===== src/hw/rtl/mexp_pkg.sv =====
`timescale 1ns / 1ps
// ----------------------------------------------------------------------------
// mexp_pkg
// Shared widths, register indexes and the job word for the modexp block.
// ----------------------------------------------------------------------------
package mexp_pkg;
    localparam int VAL_W     = 63;
    localparam int EXP_W     = 16;
    localparam int EXP_BITS  = 16;
    localparam int BIT_IDX_W = (EXP_BITS > 1) ? $clog2(EXP_BITS) : 1;
    localparam int STEP_W    = $clog2(VAL_W);
    localparam int CFG_IDX_W = 1;

    localparam logic [CFG_IDX_W-1:0] CFG_MODULUS  = 1'b0;
    localparam logic [CFG_IDX_W-1:0] CFG_EXPONENT = 1'b1;

    localparam logic [VAL_W-1:0] MODULUS_RESET  = 63'd3501765933723641651;
    localparam logic [EXP_W-1:0] EXPONENT_RESET = 16'd20771;

    typedef struct packed {
        logic             trivial;  // modulus of zero or one: answer is zero
        logic [VAL_W-1:0] base;
    } t_job;
endpackage


===== src/hw/rtl/mexp_front.sv =====
`timescale 1ns / 1ps
// ----------------------------------------------------------------------------
// mexp_front
// Register incoming base words and tag trivial moduli.
// ----------------------------------------------------------------------------
module mexp_front import mexp_pkg::*; (
    input  logic             i_clk,
    input  logic             i_rst_n,
    input  logic             i_valid,
    output logic             o_ready,
    input  logic [VAL_W-1:0] i_base,
    input  logic [VAL_W-1:0] i_modulus,
    output logic             o_valid,
    output t_job             o_job,
    input  logic             i_ready
);
    logic r_valid;
    t_job r_job;

    assign o_ready = !r_valid || i_ready;
    assign o_valid = r_valid;
    assign o_job   = r_job;

    always_ff @(posedge i_clk) begin
        if (!i_rst_n) begin
            r_valid <= 1'b0;
        end else if (o_ready) begin
            r_valid <= i_valid;
        end
        if (o_ready && i_valid) begin
            r_job.base    <= i_base;
            r_job.trivial <= (i_modulus[VAL_W-1:1] == '0);
        end
    end
endmodule


===== config.mk =====
export PLATFORM = sky130hd
export DESIGN_NAME = mexp_front
export DESIGN_NICKNAME = d
export VERILOG_FILES = /design/src/hw/rtl/mexp_pkg.sv /design/src/hw/rtl/mexp_front.sv
export SDC_FILE = /design/constraint.sdc
export NUM_CORES = 1
export LEC_CHECK = 0
export BUFFER_PORTS_ARGS = -buffer_cell sky130_fd_sc_hd__buf_2
export CELL_PAD_IN_SITES_DETAIL_PLACEMENT = 1
export CELL_PAD_IN_SITES_GLOBAL_PLACEMENT = 2
export CORE_ASPECT_RATIO = 0.5
export CORE_MARGIN = 10
export CORE_UTILIZATION = 21
export DETAILED_ROUTE_END_ITERATION = 10
export PLACE_DENSITY_LB_ADDON = 0.1
export RECOVER_POWER = 25
export SKIP_CTS_REPAIR_TIMING = 1
export SYNTH_ARGS = -nofsm -noshare
export SYNTH_HDL_FRONTEND = slang
export SYNTH_SLANG_ARGS = --single-unit

===== constraint.sdc =====
create_clock -name i_clk -period 2.9 [get_ports i_clk]
set_input_delay 0.145 -clock i_clk [delete_from_list [all_inputs] [get_ports i_clk]]
set_output_delay 0.145 -clock i_clk [all_outputs]
set_load 0.05 [all_outputs]

# Yosys cells after proc, flatten, opt, wreduce, memory -nomap -nowiden
# Index checks and enable logic that the tools add are counted.
# Widths: inputs -> output; s select.
# word_totals
register_bits	65
in_bits	130
out_inout_bits	66
word_cells	7
# classes
reduce_logical	4
# ops
operator	count
$logic_not 62->1	1
$logic_and 1x1->1	1
$logic_not 1->1	1
$logic_or 1x1->1	1

# Longest topological paths before layout
# logic_depth
word_depth	3
ltp_mapped	3
depth_no_buf	3

# Worst setup path before layout
# OpenSTA, ideal clock, no wires.
# synth_path
kind	reg-to-reg
start	register r_valid (netlist: o_valid)
end	register r_job, in the netlist o_job[0] (enable)
setup_time_ps	429
arrival_time_ps	2554
t_required_ps	2471
path_slack_ps	-82
stages_incl_launch_ff	3
path_buffers	0
period_less_slack_ps	2982
path_cell_list	dfxtp_1 > nand2b_1 > and2_1
# synth_via
elab_chain_len	3
# synth_rtl
element	line	rtl
start: declaration	mexp_front.sv:17	logic r_valid;
start signal: assignment	mexp_front.sv:28	r_valid <= i_valid;
$logic_not 1->1	mexp_front.sv:20	assign o_ready = !r_valid || i_ready;
$logic_or 1x1->1	mexp_front.sv:20	
net o_ready	mexp_front.sv:10	output logic o_ready,
$logic_and 1x1->1	mexp_front.sv:30	if (o_ready && i_valid) begin
end: declaration	mexp_front.sv:18	t_job r_job;
# The timed path passes the listed nets, and every way through them passes these cells.
# A chain may end at the register's enable or synchronous reset.

# Worst setup path after layout
# layout_path
start	register r_valid (netlist: o_valid)
end	register r_job, in the netlist o_job[29] (enable)
# layout_via
elab_chain_len	3
# layout_rtl
element	line
$logic_not 1->1	mexp_front.sv:20
$logic_or 1x1->1	mexp_front.sv:20
$logic_and 1x1->1	mexp_front.sv:30
# No other way between the ends.

==> metrics.yaml <==
antenna-diode-count: 0
crit_path_time_final_ns: 1.41
worst_hold_path_type: "input port to flop"
cell_internal_pwr_mw: 1.91
gr-total-overflow: 0
run_status: "complete, no violations"
required_ns: 2.87
power.share.sequential: 0.437
cts_sinks: 65
clock-root-buffer: "clkbuf_16"
worst_setup_hold_path_clk_slew_ns: 0.05
initial_core_utilization: 0.219
drt_drc_violations_left: 0
synth.ff_latch_count: 65
cts_tree: "yes"
grt_max_degree: 33
critical_path.cell_chain: "nand2b_1 -> and2_2 -> buf_4"
maxCapViolCount: 0
switching_share: 0.249
cts_htree_levels: 3
critical_path_arrival_ns: 1.38
fillCellCount: 1068
achievable-frequency_mhz: 710
mappedNetlistArea_mm2: 0.00211
final_nets: 487
synthesis.area_per_instance_um2: 23.4
place.detailed.instances: 421
p_leak_nw: 1.81
hp-start: "i_base[57]"
dieArea_mm2: 0.0147
net-switching-power_uw: 633
synth_nets: 220
ir_drop_v: 0.000244
timing_hold_violations_final: 0
route.detailed.vias_per_inst: 3.80
worst_path_largest_cell_delay_ns: 0.40
timing.setup.critical_path_class: "flop to flop"
clk_latency_ns: 0.32
io-pin-count: 196
finalWeightedCongestion: 0.757
p_comb_frac: 0.168
min_period_over_period: 0.486
crit_path_end_kind: "flop"
final_max_slew_viol_count: 0
initial_antenna_violation_count: 0
timing_worst_slew_pin_value_ns: 0.406
ys_seq_area_frac: 0.922
critical_path.startpoint_type: "flop"
first_global_vias: 1961
yosys_warnings: 0
port_buffers: 194
detailroute.via_count: 1890
setup_tns_ns: 0
dr.first_iter.drc_count: 39
skew_ns: 0.00230
die_height_um: 90.8
timing.hold.ws_ns: 0.00897
die-width_um: 162
worstReg2RegStart: "o_valid$_SDFFE_PN0N_"
drtPass1Iterations: 3
report.final.setup_viol: 0
power_density_mw_per_mm2: 614
drtAntennaViolNets: 0
post_layout_nonfiller_instances: 497
final_layout_size_suffix_gt1_frac: 0.583
clockBufferDepth: 2
grt_pass1_wl_mm: 11.1
rsz0062_at_grt: "false"
tritoncts.num_buffers: 9
post_synth_inst_count: 90
dp_hpwl_mm: 6.69
area_delta_synth_final_pct: 96.7
critPathLaunch: "o_valid$_SDFFE_PN0N_"
synthDistinctLibCells: 10
wire_per_inst_um: 16.8
totalWireLength_mm: 8.35
critical_path_peak_fanout: 32
gr-usage-all-layers: 0.102
p_clk_frac: 0.395
max-slew-margin-rel: 0.729
core-area_mm2: 0.00960
placement_rows: 25
crit_slowest_cell: "buf_4"
[per-layer routing]
layer,share of wire,GRT usage,up-vias
met2,0.54,0.191,109
met4,0.0089,0.0384,0
li1,-,-,912
met3,0.10,0.0673,7
met5,0,0,-
met1,0.35,0.0828,862
[cell usage after synthesis (all sizes together)]
cell type / number / area share
nor2: 1 / 0.0018
inv: 1 / 0.0018
nor4: 16 / 0.053
nand4: 4 / 0.012
and2: 1 / 0.0030
nand2b: 1 / 0.0030
edfxtp: 64 / 0.91
dfxtp: 1 / 0.0095
a21boi: 1 / 0.0036
[worst max-delay path: cells and delay by family (launching register included)]
| family | cells | cell delay, ns |
|---|---|---|
| buffers and inverters | 1 | 0.40 |
| flip-flops | 1 | 0.30 |
| AND/OR/NAND/NOR | 2 | 0.34 |
[placed cells by master, fill, tap and decap left out]
master           n
and2_2           1
nor4_2           2
bufinv_16        1
clkinv_1         1
nand4_1          4
clkbuf_1         3
nand2b_1         1
inv_1            1
buf_2          194
dlygate4sd3_1   60
a21boi_0         1
nor2_1           1
dfxtp_1          1
nor4_1          14
buf_4            2
clkbuf_16        9
clkinv_2         2
edfxtp_1        64
[flip-flops by register name, indices dropped and copies added (netlist names)]
name	count
o_valid	1
o_job	64
[cell families (layout without fill, tap and decap cells)]
| family | after synthesis | after routing | synth area share |
|---|---|---|---|
| flip-flops | 65 | 65 | 0.922 |
| buffers and inverters | 1 | 273 | 0.00178 |
| AO/OA/AOI/OAI | 1 | 1 | 0.00356 |
| AND/OR/NAND/NOR | 23 | 23 | 0.0730 |
[per-stage QoR]
stage               setup WS (ns)  cell area (um2)  power, mW   util
finish                       1.49             4140       2.54  0.432
floorplan                   0.590             2110       1.35      -
CTS                          1.45             3540       2.52  0.369
global route                 1.39             4140       2.64  0.432
global placement             1.51             3260       1.49  0.340
detailed placement           1.48             3260       1.50  0.340
[worst paths after layout]
| check | end | slack [ns] | depth (start not counted) |
|---|---|---|---|
| worst max-delay path | o_job[29]$_DFFE_PP_ | 1.49 | 3 |
| worst max register to register | o_job[29]$_DFFE_PP_ | 1.49 | 3 |
| worst min register to register | o_valid$_SDFFE_PN0N_ | 0.54 | 2 |
| worst min-delay path | o_job[57]$_DFFE_PP_ | 0.009 | 1 |
[layout make-up]
class / instances / area [um2] / area share
multi-input cells: 24 / 163 / 0.0393
flip-flops and latches: 65 / 1940 / 0.469
repair buffers: 256 / 1590 / 0.383
well taps: 135 / 169 / 0.0408
inverters: 1 / 3.75 / 0.000906
clock buffers: 12 / 236 / 0.0571
clock inverters: 4 / 43.8 / 0.0106
[power by group through the flow]
| stage | combinational (mW) | clock, mW | sequential (mW) |
|---|---|---|---|
| after global placement | 0.363 | 0 | 1.13 |
| final | 0.426 | 1.01 | 1.11 |
| after CTS | 0.367 | 1.04 | 1.11 |
| after global routing | 0.452 | 1.07 | 1.12 |
| after detailed placement | 0.367 | 0 | 1.13 |
| after floorplan | 0.0245 | 0 | 1.32 |
Note: power is estimated with default switching activity, not from simulation.
