$ cat src/hw/rtl/mexp_pkg.sv
`timescale 1ns / 1ps
// ----------------------------------------------------------------------------
// mexp_pkg
// Shared widths, register indexes and the job word for the modexp block.
// ----------------------------------------------------------------------------
package mexp_pkg;
    localparam int VAL_W     = 63;
    localparam int EXP_W     = 16;
    localparam int EXP_BITS  = 16;
    localparam int BIT_IDX_W = (EXP_BITS > 1) ? $clog2(EXP_BITS) : 1;
    localparam int STEP_W    = $clog2(VAL_W);
    localparam int CFG_IDX_W = 1;

    localparam logic [CFG_IDX_W-1:0] CFG_MODULUS  = 1'b0;
    localparam logic [CFG_IDX_W-1:0] CFG_EXPONENT = 1'b1;

    localparam logic [VAL_W-1:0] MODULUS_RESET  = 63'd3501765933723641651;
    localparam logic [EXP_W-1:0] EXPONENT_RESET = 16'd20771;

    typedef struct packed {
        logic             trivial;  // modulus of zero or one: answer is zero
        logic [VAL_W-1:0] base;
    } t_job;
endpackage

$ cat src/hw/rtl/mexp_queue.sv
`timescale 1ns / 1ps
// ----------------------------------------------------------------------------
// mexp_queue
// Two-entry job queue between front and engine.
// ----------------------------------------------------------------------------
module mexp_queue import mexp_pkg::*; (
    input  logic i_clk,
    input  logic i_rst_n,
    input  logic i_valid,
    output logic o_ready,
    input  t_job i_job,
    output logic o_valid,
    output t_job o_job,
    input  logic i_ready
);
    t_job       r_mem [2];
    logic       r_wp;
    logic       r_rp;
    logic [1:0] r_cnt;
    logic       push;
    logic       pop;

    assign o_ready = (r_cnt != 2'd2);
    assign o_valid = (r_cnt != 2'd0);
    assign o_job   = r_mem[r_rp];
    assign push    = i_valid && o_ready;
    assign pop     = o_valid && i_ready;

    always_ff @(posedge i_clk) begin
        if (!i_rst_n) begin
            r_wp  <= 1'b0;
            r_rp  <= 1'b0;
            r_cnt <= 2'd0;
        end else begin
            if (push) r_wp <= !r_wp;
            if (pop)  r_rp <= !r_rp;
            r_cnt <= r_cnt + {1'b0, push} - {1'b0, pop};
        end
        if (push) r_mem[r_wp] <= i_job;
    end
endmodule

$ cat config.mk
export PLATFORM = sky130hd
export DESIGN_NAME = mexp_queue
export DESIGN_NICKNAME = d
export VERILOG_FILES = /design/src/hw/rtl/mexp_pkg.sv /design/src/hw/rtl/mexp_queue.sv
export SDC_FILE = /design/constraint.sdc
export NUM_CORES = 1
export LEC_CHECK = 0
export BUFFER_PORTS_ARGS = -buffer_cell sky130_fd_sc_hd__buf_4
export CAP_MARGIN = 10
export CORE_MARGIN = 5
export CORE_UTILIZATION = 40
export CTS_CLUSTER_DIAMETER = 80
export DETAILED_ROUTE_END_ITERATION = 8
export MAX_ROUTING_LAYER = met4
export PLACE_DENSITY = 0.65
export SLEW_MARGIN = 10
export SYNTH_ARGS = -nofsm -noshare
export SYNTH_HDL_FRONTEND = slang
export SYNTH_SLANG_ARGS = --single-unit
$ cat constraint.sdc
create_clock -name i_clk -period 2.8 [get_ports i_clk]
set_input_delay 0.14 -clock i_clk [delete_from_list [all_inputs] [get_ports i_clk]]
set_output_delay 0.14 -clock i_clk [all_outputs]
set_load 0.01 [all_outputs]
======== Word level (Yosys, flattened, before mapping) ========
Memory sizes are Yosys's and may differ from the RTL's. A register that Yosys moved wholly into a read port is not among the register bits.
Index checks and enable logic that the tools add are counted.
cells by class
  $add $sub $neg .......................... 2
  $mul .................................... 0
  div/mod/pow operators ................... 0
  magnitude comparators ................... 0
  equal/unequal tests ..................... 1
  shifts and indexed selects .............. 0
  multiplexer cells ....................... 4
  bitwise logic cells ..................... 0
  reductions and logical operators ........ 5
operators by type and width
  operator            count
  $mux 1              4
  $add 2x1->2         1
  $logic_and 1x1->1   2
  $logic_not 1->1     2
  $ne 2x2->1 const B  1
  $reduce_bool 2->1   1
  $sub 2x1->2         1
word-level totals
  register bits after elaboration ......... 4
  bits in latches ......................... 0
  RAM bits ................................ 128
  ROM bits ................................ 0
  word-level logic and storage cells ...... 16
  memories kept ........................... 1
memories
  name   words  bits a word  rd ports  clocked after Yosys merged registers in  wr ports  line              RTL
  r_mem  2      64           1         1                                        1         mexp_queue.sv:16  t_job r_mem [2];

======== Longest topological paths before layout ========
  depth in word-level cells ............... 4
  depth in mapped cells ................... 6

======== Least setup slack after synthesis ========
No wires, ideal clock.
  path kind ............................... register to register
  from .................................... reg r_cnt[0]
  to ...................................... mem r_mem[0][0] in the netlist's numbering (enable)
  library setup time ...................... 418 ps
  arrival ................................. 1984 ps
  required time ........................... 2382 ps
  setup slack ............................. 398 ps
  stages on the path, launching flop included .. 4
  path buffers ............................ 0
  cell sequence ........................... dfxtp_1 -> nand2b_1 -> nand3b_1 -> inv_1
on the way
  longest elaborated chain between the ends .. 4
RTL lines
  element                       line              RTL
  start, declared               mexp_queue.sv:19  logic [1:0] r_cnt;
  start signal, assigned        mexp_queue.sv:37  r_cnt <= r_cnt + {1'b0, push} - {1'b0, pop};
  $ne 2x2->1                    mexp_queue.sv:23  assign o_ready = (r_cnt != 2'd2);
  net o_ready                   mexp_queue.sv:10  output logic o_ready,
  $logic_and 1x1->1             mexp_queue.sv:26  assign push = i_valid && o_ready;
  $mux 1                        mexp_queue.sv:39  if (push) r_mem[r_wp] <= i_job;
  $mux 1 (implied by the code)  mexp_queue.sv:39
  end, declared                 mexp_queue.sv:16
The timed path passes the listed nets, and every way through them passes these cells.

==> flow_summary.ini <==
[cts]
ctsResizeCount = 0
cts_tree = done
holdBufCountCts = 65
clk_latency_ns = 0.41
ctsHtreeMaxLevel = 4
clock_sinks = 133
clock_path_buffers = 2
cts_setup_buffers = 0
cts_made_buffers = 17
path_clk_slew_ns = 0.05
clock-root-buffer = clkbuf_16

[drt]
via_per_inst = 4.57
drtIter0Drc = 124
drcViolationCount = 0
ant_nets = 0
routed_wl_um = 9770
avgRoutedWirePerCell_um = 16.3
drtPass1Iterations = 4
vias = 2744

[critical_path]
critPathCaptureType = output port
cp_max_fo = 64
cp-start-kind = register
required_ns = 2.66
cp.arrival_ns = 1.95
crit_type = reg -> out

[timing]
finalSetupTns_ns = 0
finalCritPeriodShare_pct = 74.6
clock_skew_ns = 0.00894
worst_pin_slew_ns = 0.917
setup_viol = 0
fin_ws_ns = 0.713
slew_headroom_pct = 38.8
hold_viol = 0
clock.fmax_ghz = 0.479
rsz0062_at_grt = no
fin_crit_ns = 2.09
drv_slew = 0

[cells_and_area]
drive_gt1_share_pct = 37.4
final_common_cell = buf_4
nNetsFinal = 511
final-instance-count-excl-fill = 600
area_growth_pct = 47.1
n_fill_cell = 887
multi_input_comb_area_um2 = 893
layout_common_cells = buf_4, edfxtp_1, dlygate4sd3_1
regArea_um2 = 3950

[pwr]
p_leak_nw = 2.75
p_per_area_nw_per_um2 = 772
finalPower_w = 0.00558
ir_drop_uv = 514

[floorplanning]
initial_core_util_pct = 40.9
io_pins = 134
die_area_um2 = 14600
num_rows = 40
dieWidth_um = 121
core_um2 = 12000
die_h_um = 121

[worst_hold_path]
worst_hold_path_type = in -> reg

[placement]
globalplace.congestion = 0.715
pre_cts_ws_ns = 0.910
io_buffers = 133
dp_cells = 505

[yosys]
synthTopCellsByArea = edfxtp_1, mux2_1, dfxtp_1
yosysUniqueCellTypes = 27
synth_area_um2 = 4920
ys.warnings.count = 0
ys_seq_area_share_pct = 80.2
synth_top_cell_by_area = edfxtp_1
synth-seq-cells = 133
synth_fp_nets = 298
synth.avg_cell_area_um2 = 21.5
yosysTopAreaCellShare_pct = 78.2
syn_inst = 229

[global_routing]
grt_overflow = 0
grt_pass1_wl_um = 15700
grt_use_total_pct = 14.6
grt_max_degree = 65
antenna_found_initial = 1
grt_pass1_vias = 3101

[job]
drv_cap = 0

[status]
status = complete, no violations
-- metal layers --
layer | up-vias | wire length [um] | GRT usage, % | share of wire [%]
li1 | 1333 | - | - | -
met1 | 1308 | 4080 | 16.7 | 42
met2 | 93 | 4900 | 23.5 | 50
met3 | 10 | 665 | 5.13 | 6.8
met4 | 0 | 128 | 6.37 | 1.3
met5 | - | 0 | - | 0
-- power breakdown --
group          internal (W)  switching, W  leakage (nW)
sequential          0.00242      0.000154          1.24
combinational      0.000626      0.000469          1.26
clock               0.00118      0.000732         0.249
-- logic make-up (layout without fill, tap and decap cells) --
logic type | after synthesis | after routing | synth area share, %
AO/OA/AOI/OAI | 6 | 6 | 0.891
XOR/XNOR | 1 | 1 | 0.178
adder cells (fa/ha/maj) | 1 | 1 | 0.254
buffers and inverters | 9 | 232 | 1.68
flip-flops | 133 | 133 | 80.2
multiplexers | 64 | 64 | 14.7
other | 0 | 1 | 0
AND/OR/NAND/NOR | 15 | 15 | 2.11
-- worst paths after layout --
| path | startpoint | endpoint | slack, ns | cells after the start |
|---|---|---|---|---|
| max | register | o_job[63] | 0.71 | 2 |
| min | i_valid | r_wp | 0.08 | 3 |
| max reg2reg | r_cnt[0] | r_mem[0][20] | 0.95 | 4 |
| min reg2reg | r_rp | r_rp | 0.50 | 2 |
-- through the flow --
step                utilization, %  hold slack, ns  cell area [um^2]
floorplan                        -           0.239              4920
global placement              50.6           0.325              6080
detailed placement            50.6           0.328              6080
CTS                           60.2          0.0581              7230
global route                  60.2          0.0814              7230
finish                        60.2          0.0818              7230
-- worst max-delay path, stage by stage, from the launching register on --
cell     delay [ns]
dfxtp_4        0.94
mux2_2         0.43
buf_4          0.15
-- area by class of cell --
| class | instances | area share, % |
|---|---|---|
| clock inverters | 9 | 0.899 |
| diodes | 1 | 0.0346 |
| repair buffers | 201 | 23.5 |
| clock buffers | 20 | 6.04 |
| multi-input cells | 87 | 12.4 |
| well taps | 147 | 2.54 |
| inverters | 2 | 0.104 |
| flip-flops and latches | 133 | 54.6 |
-- cell usage after synthesis --
master	number
nor2_1	4
dfxtp_1	5
and2_1	1
nor4bb_2	1
buf_6	6
a21bo_1	1
nand3_1	1
xor2_1	1
ha_1	1
buf_4	1
and3_4	1
nand2b_1	1
nor2b_1	1
mux2_2	4
o21ai_0	1
o21ai_1	1
and3_2	1
nor4_1	1
nor3_2	1
o31a_1	1
edfxtp_1	128
o21ba_1	1
inv_1	2
nand3b_1	1
a21oi_1	1
or2_2	1
mux2_1	60
-- registers in the layout, indices dropped and copies added, names as in the netlist, named ones only --
name   count
r_wp       1
r_rp       1
r_cnt      2
r_mem    128
Note: power is estimated with default switching activity, not from simulation.
