**config.mk**
```make
export PLATFORM = sky130hd
export DESIGN_NAME = mexp_engine
export DESIGN_NICKNAME = d
export VERILOG_FILES = /design/src/hw/rtl/mexp_pkg.sv /design/src/hw/rtl/mexp_engine.sv
export SDC_FILE = /design/constraint.sdc
export NUM_CORES = 1
export LEC_CHECK = 0
export BUFFER_PORTS_ARGS = -buffer_cell sky130_fd_sc_hd__buf_2
export CORE_AREA = 2 2 266 268
export DETAILED_ROUTE_END_ITERATION = 8
export DIE_AREA = 0 0 268 270
export MAX_ROUTING_LAYER = met4
export PLACE_DENSITY = 0.55
export REMOVE_ABC_BUFFERS = 1
export SLEW_MARGIN = 40
export SYNTH_ARGS = -nofsm -noshare
export SYNTH_HDL_FRONTEND = slang
export SYNTH_SLANG_ARGS = --single-unit
```
**constraint.sdc**
```tcl
create_clock -name i_clk -period 14.1 [get_ports i_clk]
set_input_delay 2.82 -clock i_clk [delete_from_list [all_inputs] [get_ports i_clk]]
set_output_delay 2.82 -clock i_clk [all_outputs]
set_load 0.01 [all_outputs]
```
**src/hw/rtl/mexp_pkg.sv**
```systemverilog
`timescale 1ns / 1ps
// ----------------------------------------------------------------------------
// mexp_pkg
// Shared widths, register indexes and the job word for the modexp block.
// ----------------------------------------------------------------------------
package mexp_pkg;
    localparam int VAL_W     = 63;
    localparam int EXP_W     = 16;
    localparam int EXP_BITS  = 16;
    localparam int BIT_IDX_W = (EXP_BITS > 1) ? $clog2(EXP_BITS) : 1;
    localparam int STEP_W    = $clog2(VAL_W);
    localparam int CFG_IDX_W = 1;

    localparam logic [CFG_IDX_W-1:0] CFG_MODULUS  = 1'b0;
    localparam logic [CFG_IDX_W-1:0] CFG_EXPONENT = 1'b1;

    localparam logic [VAL_W-1:0] MODULUS_RESET  = 63'd3501765933723641651;
    localparam logic [EXP_W-1:0] EXPONENT_RESET = 16'd20771;

    typedef struct packed {
        logic             trivial;  // modulus of zero or one: answer is zero
        logic [VAL_W-1:0] base;
    } t_job;
endpackage

```
**src/hw/rtl/mexp_engine.sv**
```systemverilog
`timescale 1ns / 1ps
// ----------------------------------------------------------------------------
// mexp_engine
// Square-and-multiply with a bit-serial shift-and-add modular multiplier.
// ----------------------------------------------------------------------------
module mexp_engine import mexp_pkg::*; (
    input  logic             i_clk,
    input  logic             i_rst_n,
    input  logic [VAL_W-1:0] i_modulus,
    input  logic [EXP_W-1:0] i_exponent,
    input  logic             i_valid,
    output logic             o_ready,
    input  t_job             i_job,
    output logic             o_valid,
    output logic [VAL_W-1:0] o_data,
    input  logic             i_ready
);
    typedef enum logic [2:0] {
        S_IDLE = 3'b001,
        S_MUL  = 3'b010,
        S_WAIT = 3'b100
    } t_state;

    t_state                r_state;
    logic [VAL_W-1:0]      r_acc, r_r, r_a, r_y, r_base;
    logic [STEP_W-1:0]     r_cnt;
    logic [BIT_IDX_W-1:0]  r_bit;
    logic                  r_ph_mul;
    logic                  r_out_valid;
    logic [VAL_W-1:0]      r_out_data;

    logic [VAL_W:0] n, t1, t2, t3, t4;
    logic           last_step, exp_bit, load_out;

    assign n  = {1'b0, i_modulus};
    assign t1 = {r_r, 1'b0};
    assign t2 = (t1 >= n) ? t1 - n : t1;
    assign t3 = r_y[VAL_W-1] ? t2 + {1'b0, r_a} : t2;
    assign t4 = (t3 >= n) ? t3 - n : t3;

    assign last_step = (r_cnt == STEP_W'(VAL_W - 1));
    assign exp_bit   = (int'(r_bit) < EXP_W) ? i_exponent[r_bit] : 1'b0;
    assign load_out  = (r_state == S_WAIT) && (!r_out_valid || i_ready);

    assign o_ready = (r_state == S_IDLE);
    assign o_valid = r_out_valid;
    assign o_data  = r_out_data;

    always_ff @(posedge i_clk) begin
        if (!i_rst_n) begin
            r_state     <= S_IDLE;
            r_out_valid <= 1'b0;
        end else begin
            if (load_out) begin
                r_out_valid <= 1'b1;
            end else if (i_ready) begin
                r_out_valid <= 1'b0;
            end
            case (r_state)
                S_IDLE: begin
                    if (i_valid) r_state <= i_job.trivial ? S_WAIT : S_MUL;
                end
                S_MUL: begin
                    if (last_step && !(!r_ph_mul && exp_bit) && r_bit == '0) begin
                        r_state <= S_WAIT;
                    end
                end
                S_WAIT: begin
                    if (load_out) r_state <= S_IDLE;
                end
                default: r_state <= S_IDLE;
            endcase
        end

        if (load_out) r_out_data <= r_acc;

        case (r_state)
            S_IDLE: begin
                // start with a squaring of acc = 1
                r_base   <= i_job.base;
                r_acc    <= i_job.trivial ? '0 : VAL_W'(1);
                r_a      <= VAL_W'(1);
                r_y      <= VAL_W'(1);
                r_r      <= '0;
                r_cnt    <= '0;
                r_bit    <= BIT_IDX_W'(EXP_BITS - 1);
                r_ph_mul <= 1'b0;
            end
            S_MUL: begin
                r_r   <= t4[VAL_W-1:0];
                r_y   <= {r_y[VAL_W-2:0], 1'b0};
                r_cnt <= r_cnt + 1'b1;
                if (last_step) begin
                    r_acc <= t4[VAL_W-1:0];
                    r_a   <= t4[VAL_W-1:0];
                    r_r   <= '0;
                    r_cnt <= '0;
                    if (!r_ph_mul && exp_bit) begin
                        // scan the raw base so it is reduced on the way
                        r_ph_mul <= 1'b1;
                        r_y      <= r_base;
                    end else begin
                        r_ph_mul <= 1'b0;
                        r_y      <= t4[VAL_W-1:0];
                        r_bit    <= r_bit - 1'b1;
                    end
                end
            end
            default: ;
        endcase
    end

    a_partial_reduced: assert property (@(posedge i_clk) disable iff (!i_rst_n)
        (r_state == S_MUL) |-> (r_r < i_modulus))
        else $error("partial remainder not reduced");
    a_addend_reduced: assert property (@(posedge i_clk) disable iff (!i_rst_n)
        (r_state == S_MUL) |-> (r_a < i_modulus))
        else $error("addend not reduced");
    a_step_range: assert property (@(posedge i_clk) disable iff (!i_rst_n)
        (r_state == S_MUL) |-> (r_cnt < STEP_W'(VAL_W)))
        else $error("step counter out of range");
    a_load_sets_valid: assert property (@(posedge i_clk) disable iff (!i_rst_n)
        load_out |=> r_out_valid)
        else $error("result load lost");
endmodule

```
## Word level (Yosys, flattened, before mapping)

Index checks and enable logic that the tools add are counted.

| word-level totals | value |
|---|---|
| flip-flop bits (word level) | 393 |
| input port bits | 147 |
| output and inout bits | 65 |
| logic and storage cells | 71 |

| operators by class | value |
|---|---|
| magnitude comparators | 3 |
| add/subtract/negate cells | 5 |
| multiplexer cells | 29 |
| equality and inequality tests | 9 |
| reduce and logical (&&, ||, !) cells | 14 |

Operators by type and width:

| cell | number |
|---|---|
| one-hot mux 63 bit (2 select lines) | 4 |
| 2-to-1 mux 63 bit | 5 |
| >= comparator 64 x 63 -> 1 bit | 2 |
| 2-to-1 mux 64 bit | 2 |
| adder 64 x 63 -> 64 bit | 1 |
| subtractor 64 x 63 -> 64 bit | 1 |
| subtractor 63 bit | 1 |
| 2-to-1 mux 3 bit | 4 |
| one-hot mux 6 bit (2 select lines) | 1 |
| != test 2 bit (second input constant) | 5 |
| one-hot mux 3 bit (3 select lines) | 1 |
| 2-to-1 mux 4 bit | 2 |
| one-hot mux 4 bit (2 select lines) | 1 |
| adder 6 x 1 -> 6 bit (second input constant) | 1 |
| equality test 6 bit (second input constant) | 1 |
| 2-to-1 mux 1 bit | 6 |
| 2-to-1 mux 6 bit | 1 |
| AND reduction 3 bit | 2 |
| < comparator 4 x 5 -> 1 bit (second input constant) | 1 |
| binary-select mux 1 bit (select 4 bit) | 1 |
| logical AND 1 bit | 4 |
| zero test 4 bit | 1 |
| nonzero test 2 bit | 2 |
| subtractor 4 x 1 -> 4 bit (second input constant) | 1 |
| other kinds (7) | 9 |

## Depth between registers and ports, before layout

| depth | value |
|---|---|
| depth in word-level cells | 9 |
| mapped depth | 41 |
| depth with buffers taken out | 34 |

## Least setup slack after synthesis

OpenSTA, ideal clock, no wires.

| path | value |
|---|---|
| kind | input -> register |
| start | in i_modulus[35] |
| end | reg r_y[61], data pin |
| stages on the path | 35 |
| path buffers | 5 |
| setup time | 264 ps |
| data required time | 13,836 ps |
| data arrival time | 10,674 ps |
| slack | 3,162 ps |
| cell sequence | inv_1 ha_1 buf_2 nand2_1 nor4_2 nand2_1 or3_1 a31o_1 a21oi_1 buf_1 mux2_2 ha_1 clkbuf_1 nand4_1 or2_2 or4_1 a211oi_1 o2111ai_1 nand3_1 a311oi_1 xnor2_1 mux2_2 ha_1 a21o_1 a21o_1 a21o_1 a2111o_1 or3_1 o221ai_1 or4b_4 buf_6 nand2_4 buf_6 mux2i_1 o21ai_1 |

| between the ends | value |
|---|---|
| word-level cells in the longest chain between the ends | 9 |
| elaborated cells on any way between the ends | 11 |
| those cells by class | add/sub (3); order compare (2); mux (6) |

Ends and longest elaborated chain:

| item | line | source |
|---|---|---|
| start: declaration | mexp_engine.sv:9 | `input logic [VAL_W-1:0] i_modulus,` |
| subtractor 64 x 63 -> 64 bit / >= comparator 64 x 63 -> 1 bit (equally long branches) | mexp_engine.sv:37 | `assign t2 = (t1 >= n) ? t1 - n : t1;` |
| 2-to-1 mux 64 bit | mexp_engine.sv:37 |  |
| adder 64 x 63 -> 64 bit | mexp_engine.sv:38 | `assign t3 = r_y[VAL_W-1] ? t2 + {1'b0, r_a} : t2;` |
| 2-to-1 mux 64 bit | mexp_engine.sv:38 |  |
| subtractor 63 bit / >= comparator 64 x 63 -> 1 bit (equally long branches) | mexp_engine.sv:39 | `assign t4 = (t3 >= n) ? t3 - n : t3;` |
| 2-to-1 mux 63 bit * | mexp_engine.sv:39 |  |
| 2-to-1 mux 63 bit * | mexp_engine.sv:98 | `if (!r_ph_mul && exp_bit) begin` |
| 2-to-1 mux 63 bit * | mexp_engine.sv:93 | `if (last_step) begin` |
| one-hot mux 63 bit (2 select lines) * | mexp_engine.sv:77 | `case (r_state)` |
| end signal: assignment | mexp_engine.sv:91 | `r_y <= {r_y[VAL_W-2:0], 1'b0};` |
| end signal: assignment | mexp_engine.sv:101 | `r_y <= r_base;` |
| end signal: assignment | mexp_engine.sv:104 | `r_y <= t4[VAL_W-1:0];` |
| end: declaration | mexp_engine.sv:25 | `logic [VAL_W-1:0] r_acc, r_r, r_a, r_y, r_base;` |

Every way passes the cells marked *; elsewhere a longest branch is shown, timed or not.
A chain may end at the register's enable or synchronous reset.

## Final worst setup path

| path | value |
|---|---|
| start | in i_modulus[7] |
| end | reg r_r[42], data pin |

| between the ends | value |
|---|---|
| word-level cells in the longest chain between the ends | 8 |
| elaborated cells on any way between the ends | 10 |
| those cells by class | add/sub (3); order compare (2); mux (5) |

Ends and longest elaborated chain:

| item | line | source |
|---|---|---|
| subtractor 64 x 63 -> 64 bit / >= comparator 64 x 63 -> 1 bit (equally long branches) | mexp_engine.sv:37 |  |
| 2-to-1 mux 64 bit | mexp_engine.sv:37 |  |
| adder 64 x 63 -> 64 bit | mexp_engine.sv:38 |  |
| 2-to-1 mux 64 bit | mexp_engine.sv:38 |  |
| subtractor 63 bit / >= comparator 64 x 63 -> 1 bit (equally long branches) | mexp_engine.sv:39 |  |
| 2-to-1 mux 63 bit * | mexp_engine.sv:39 |  |
| 2-to-1 mux 63 bit * | mexp_engine.sv:93 |  |
| one-hot mux 63 bit (2 select lines) * | mexp_engine.sv:77 |  |
| end signal: assignment | mexp_engine.sv:90 | `r_r <= t4[VAL_W-1:0];` |
| end: declaration | mexp_engine.sv:25 |  |

Marks and branches as above.

==> metrics.cfg <==
[status]
status=finished, final reports clean

[detailed_routing]
drtAntennaViolNets=0
drt_iter0_markers=2889
drc_errors=0
detail_route.vias_per_cell=6.101
num_vias=25310
wl_per_cell_um=26.57
wl_mm=110.2
dr.pass1.iters=6

[cts]
cts_resized=0
worstSkewPairLatency_ns=0.59
htree_levels=2
cts_hold_buf=0
cts-buffers-inserted=41
path_clk_slew_ns=0.06
clock_path_buffers=3
cts_tree=built
cts.sinks=331
post-cts-setup-buffer-count=0
cts_root_buffer=clkbuf_16

[synthesis]
yosys_warnings=0
synth_edf_count=327
synth.area.top_cells=edfxtp_1 (37%), ha_1 (9.0%), a21oi_1 (5.3%)
netlist_instances=3006
syn_area_mm2=0.02682
synth.distinct_cells=98
synth-main-ff-cell=edfxtp_1
synth_top_area_cell=edfxtp_1
synth_top_area_share_pct=36.62
ys_seq_area_share_pct=36.92
syn_avg_cell_area_um2=8.921
async_reset_ff_share_pct=0
synth-seq-cells=331

[power_and_ir_drop]
p_switching_mw=2.350
peakVddDrop_mv=0.09019
p_seq_share_pct=24.2
combPwrFrac_pct=54.2
power_mw=5.143
powerDensity_mw_per_mm2=168.7
intPower_mw=2.793
cellLeakagePower_nw=12.48
switching_share_pct=45.69
clockPowerShare_pct=21.6

[hold_path]
whs_path_depth=0
hold_path.class=reg2reg

[sta]
tightest_slew_ns=0.8353
post-route-period-util_pct=90.95
tns_ns=0
period_minus_slack_ns=12.82
hold_viol=0
fmax_ghz=0.07798
rsz0062_at_grt=no
drv_slew=0
setup_ws_ns=1.276
timing.slew.headroom_pct=43.73
setup_violations=0
finalClockSkew_ns=0.02671

[global_routing]
grt_max_degree=72
grt_use_total_pct=30.58
grt_pass1_wl_mm=159.5
grt_antenna_before_repair=1
grt_pass1_vias=23460
overflow=0

[critical_path]
path_depth=32
cp.arrival_ns=13.12
required_ns=14.40
start_kind=input port
startpoint=i_modulus[7]
slowest_stage=or4b_4
r2r-start=r_r[6]
path_class=in2reg
crit_fanout=56
path_common_cell=ha_1
max_stage_delay_ns=0.73
end_kind=register
cp_num_buf_inv=4
reg2reg_depth=30
cp-endpoint=r_r[42]
reg2reg_slack_ns=3.27
r2r-end=r_r[42]
path_delay_family=compound AO/OA/AOI/OAI gates

[placement]
portBuffers=211
hpwl_mm=86.78
pre_cts_ws_ns=0.9384
place_congestion=1.025

[finish]
fill_cells=6815
final_common_cell=edfxtp_1
fin_nets=3519
drive_gt1_share_pct=14.53
syn2layout_area_growth_pct=13.68
final_cell_mix=edfxtp_1 (327), nor2_1 (291), a21oi_1 (283), nand2_1 (260), buf_2 (211)

[die]
die_w_um=268
start_util_pct=38.56
die-area_mm2=0.07236
rows=97
core_area_mm2=0.06954
io_pins=212
die_h_um=270

[run]
drv_cap=0

-- sequential cells by signal, summed over array words and instances (netlist names) --
| signal | cells |
|---|---|
| r_y | 63 |
| r_ph_mul | 1 |
| r_acc | 2 |
| o_data | 63 |
| r_cnt | 6 |
| o_valid | 1 |
| r_a | 62 |
| r_base | 63 |
| r_r | 63 |
| r_state | 3 |
| r_bit | 4 |
-- metrics by stage --
| step | hold WS, ns | cells | utilization (%) | area (µm²) |
|---|---|---|---|---|
| final | 0.4461 | 4148 | 43.84 | 30490 |
| after global routing | 0.4506 | 4148 | 43.84 | 30490 |
| after CTS | 0.4423 | 4147 | 43.80 | 30460 |
| after detailed placement | 0.4170 | 4073 | 41.84 | 29100 |
| after global placement | 0.4038 | 4070 | 41.73 | 29020 |
| after floorplan | 0.4003 | 2843 | - | 26100 |
-- cell usage after synthesis, types with 15 or more instances --
cell	count
edfxtp_1	327
nor2_1	293
a21oi_1	284
nand2_1	263
o21ai_0	210
ha_1	193
inv_1	117
nand3_1	116
clkbuf_1	113
xnor2_1	94
a21o_1	89
nand4_1	78
xor2_1	67
nor3_1	59
mux2_2	58
a211oi_1	57
o21a_1	38
o211ai_1	36
o21bai_1	36
and3_1	33
and2_1	26
buf_2	26
o31ai_1	24
mux2i_1	23
a31oi_1	22
nand2b_1	21
nor2b_1	19
a211o_1	18
o21ai_1	17
or3_1	17
a21boi_0	15
-- metal layers --
layer,wire length (µm),track usage (%)
met1,53660,47.32
met2,44490,41.70
met5,0,-
met3,9858,4.395
met4,2215,6.131
-- final cells by class --
class / count / area [µm²] / share of cell area, %
multi-input cells: 2394 / 15850 / 51.99
repair buffers: 290 / 1750 / 5.742
well taps: 940 / 1176 / 3.858
inverters: 118 / 442.9 / 1.453
clock buffers: 49 / 1077 / 3.534
flip-flops and latches: 331 / 9899 / 32.47
diodes: 1 / 2.502 / 0.008208
clock inverters: 25 / 286.5 / 0.9398
-- logic make-up (layout without fill, tap and decap cells) --
kind of cell               after synthesis  in the layout  share of synthesized area (%)
xor gates and xnor gates               161            161                          5.258
muxes                                   86             86                          3.686
other                                    0              1                              0
buffers and inverters                  281            482                          4.311
AOI/OAI and AO/OA                      963            963                          23.03
and+or+nand+nor                        988            988                          17.57
adders and majority gates              196            196                          9.229
DFF                                    331            331                          36.92
-- worst min path at each step --
stage | from | end
6_report | r_acc[0] | o_data[0]
5_1_grt | r_acc[0] | o_data[0]
4_1_cts | r_acc[0] | o_data[0]
3_5_place_dp | r_acc[0] | o_data[0]
3_3_place_gp | r_acc[0] | o_data[0]
2_1_floorplan | r_acc[0] | o_data[0]
-- power by group through the flow --
stage          combinational [mW]  sequential, mW  clock, mW
5_1_grt                      2.96            1.25       1.16
3_5_place_dp                 2.68            1.26          0
2_1_floorplan                1.64            1.24          0
6_report                     2.79            1.24       1.11
4_1_cts                      2.70            1.24       1.13
3_3_place_gp                 2.69            1.26          0
Power figures use the tool's default switching activity.
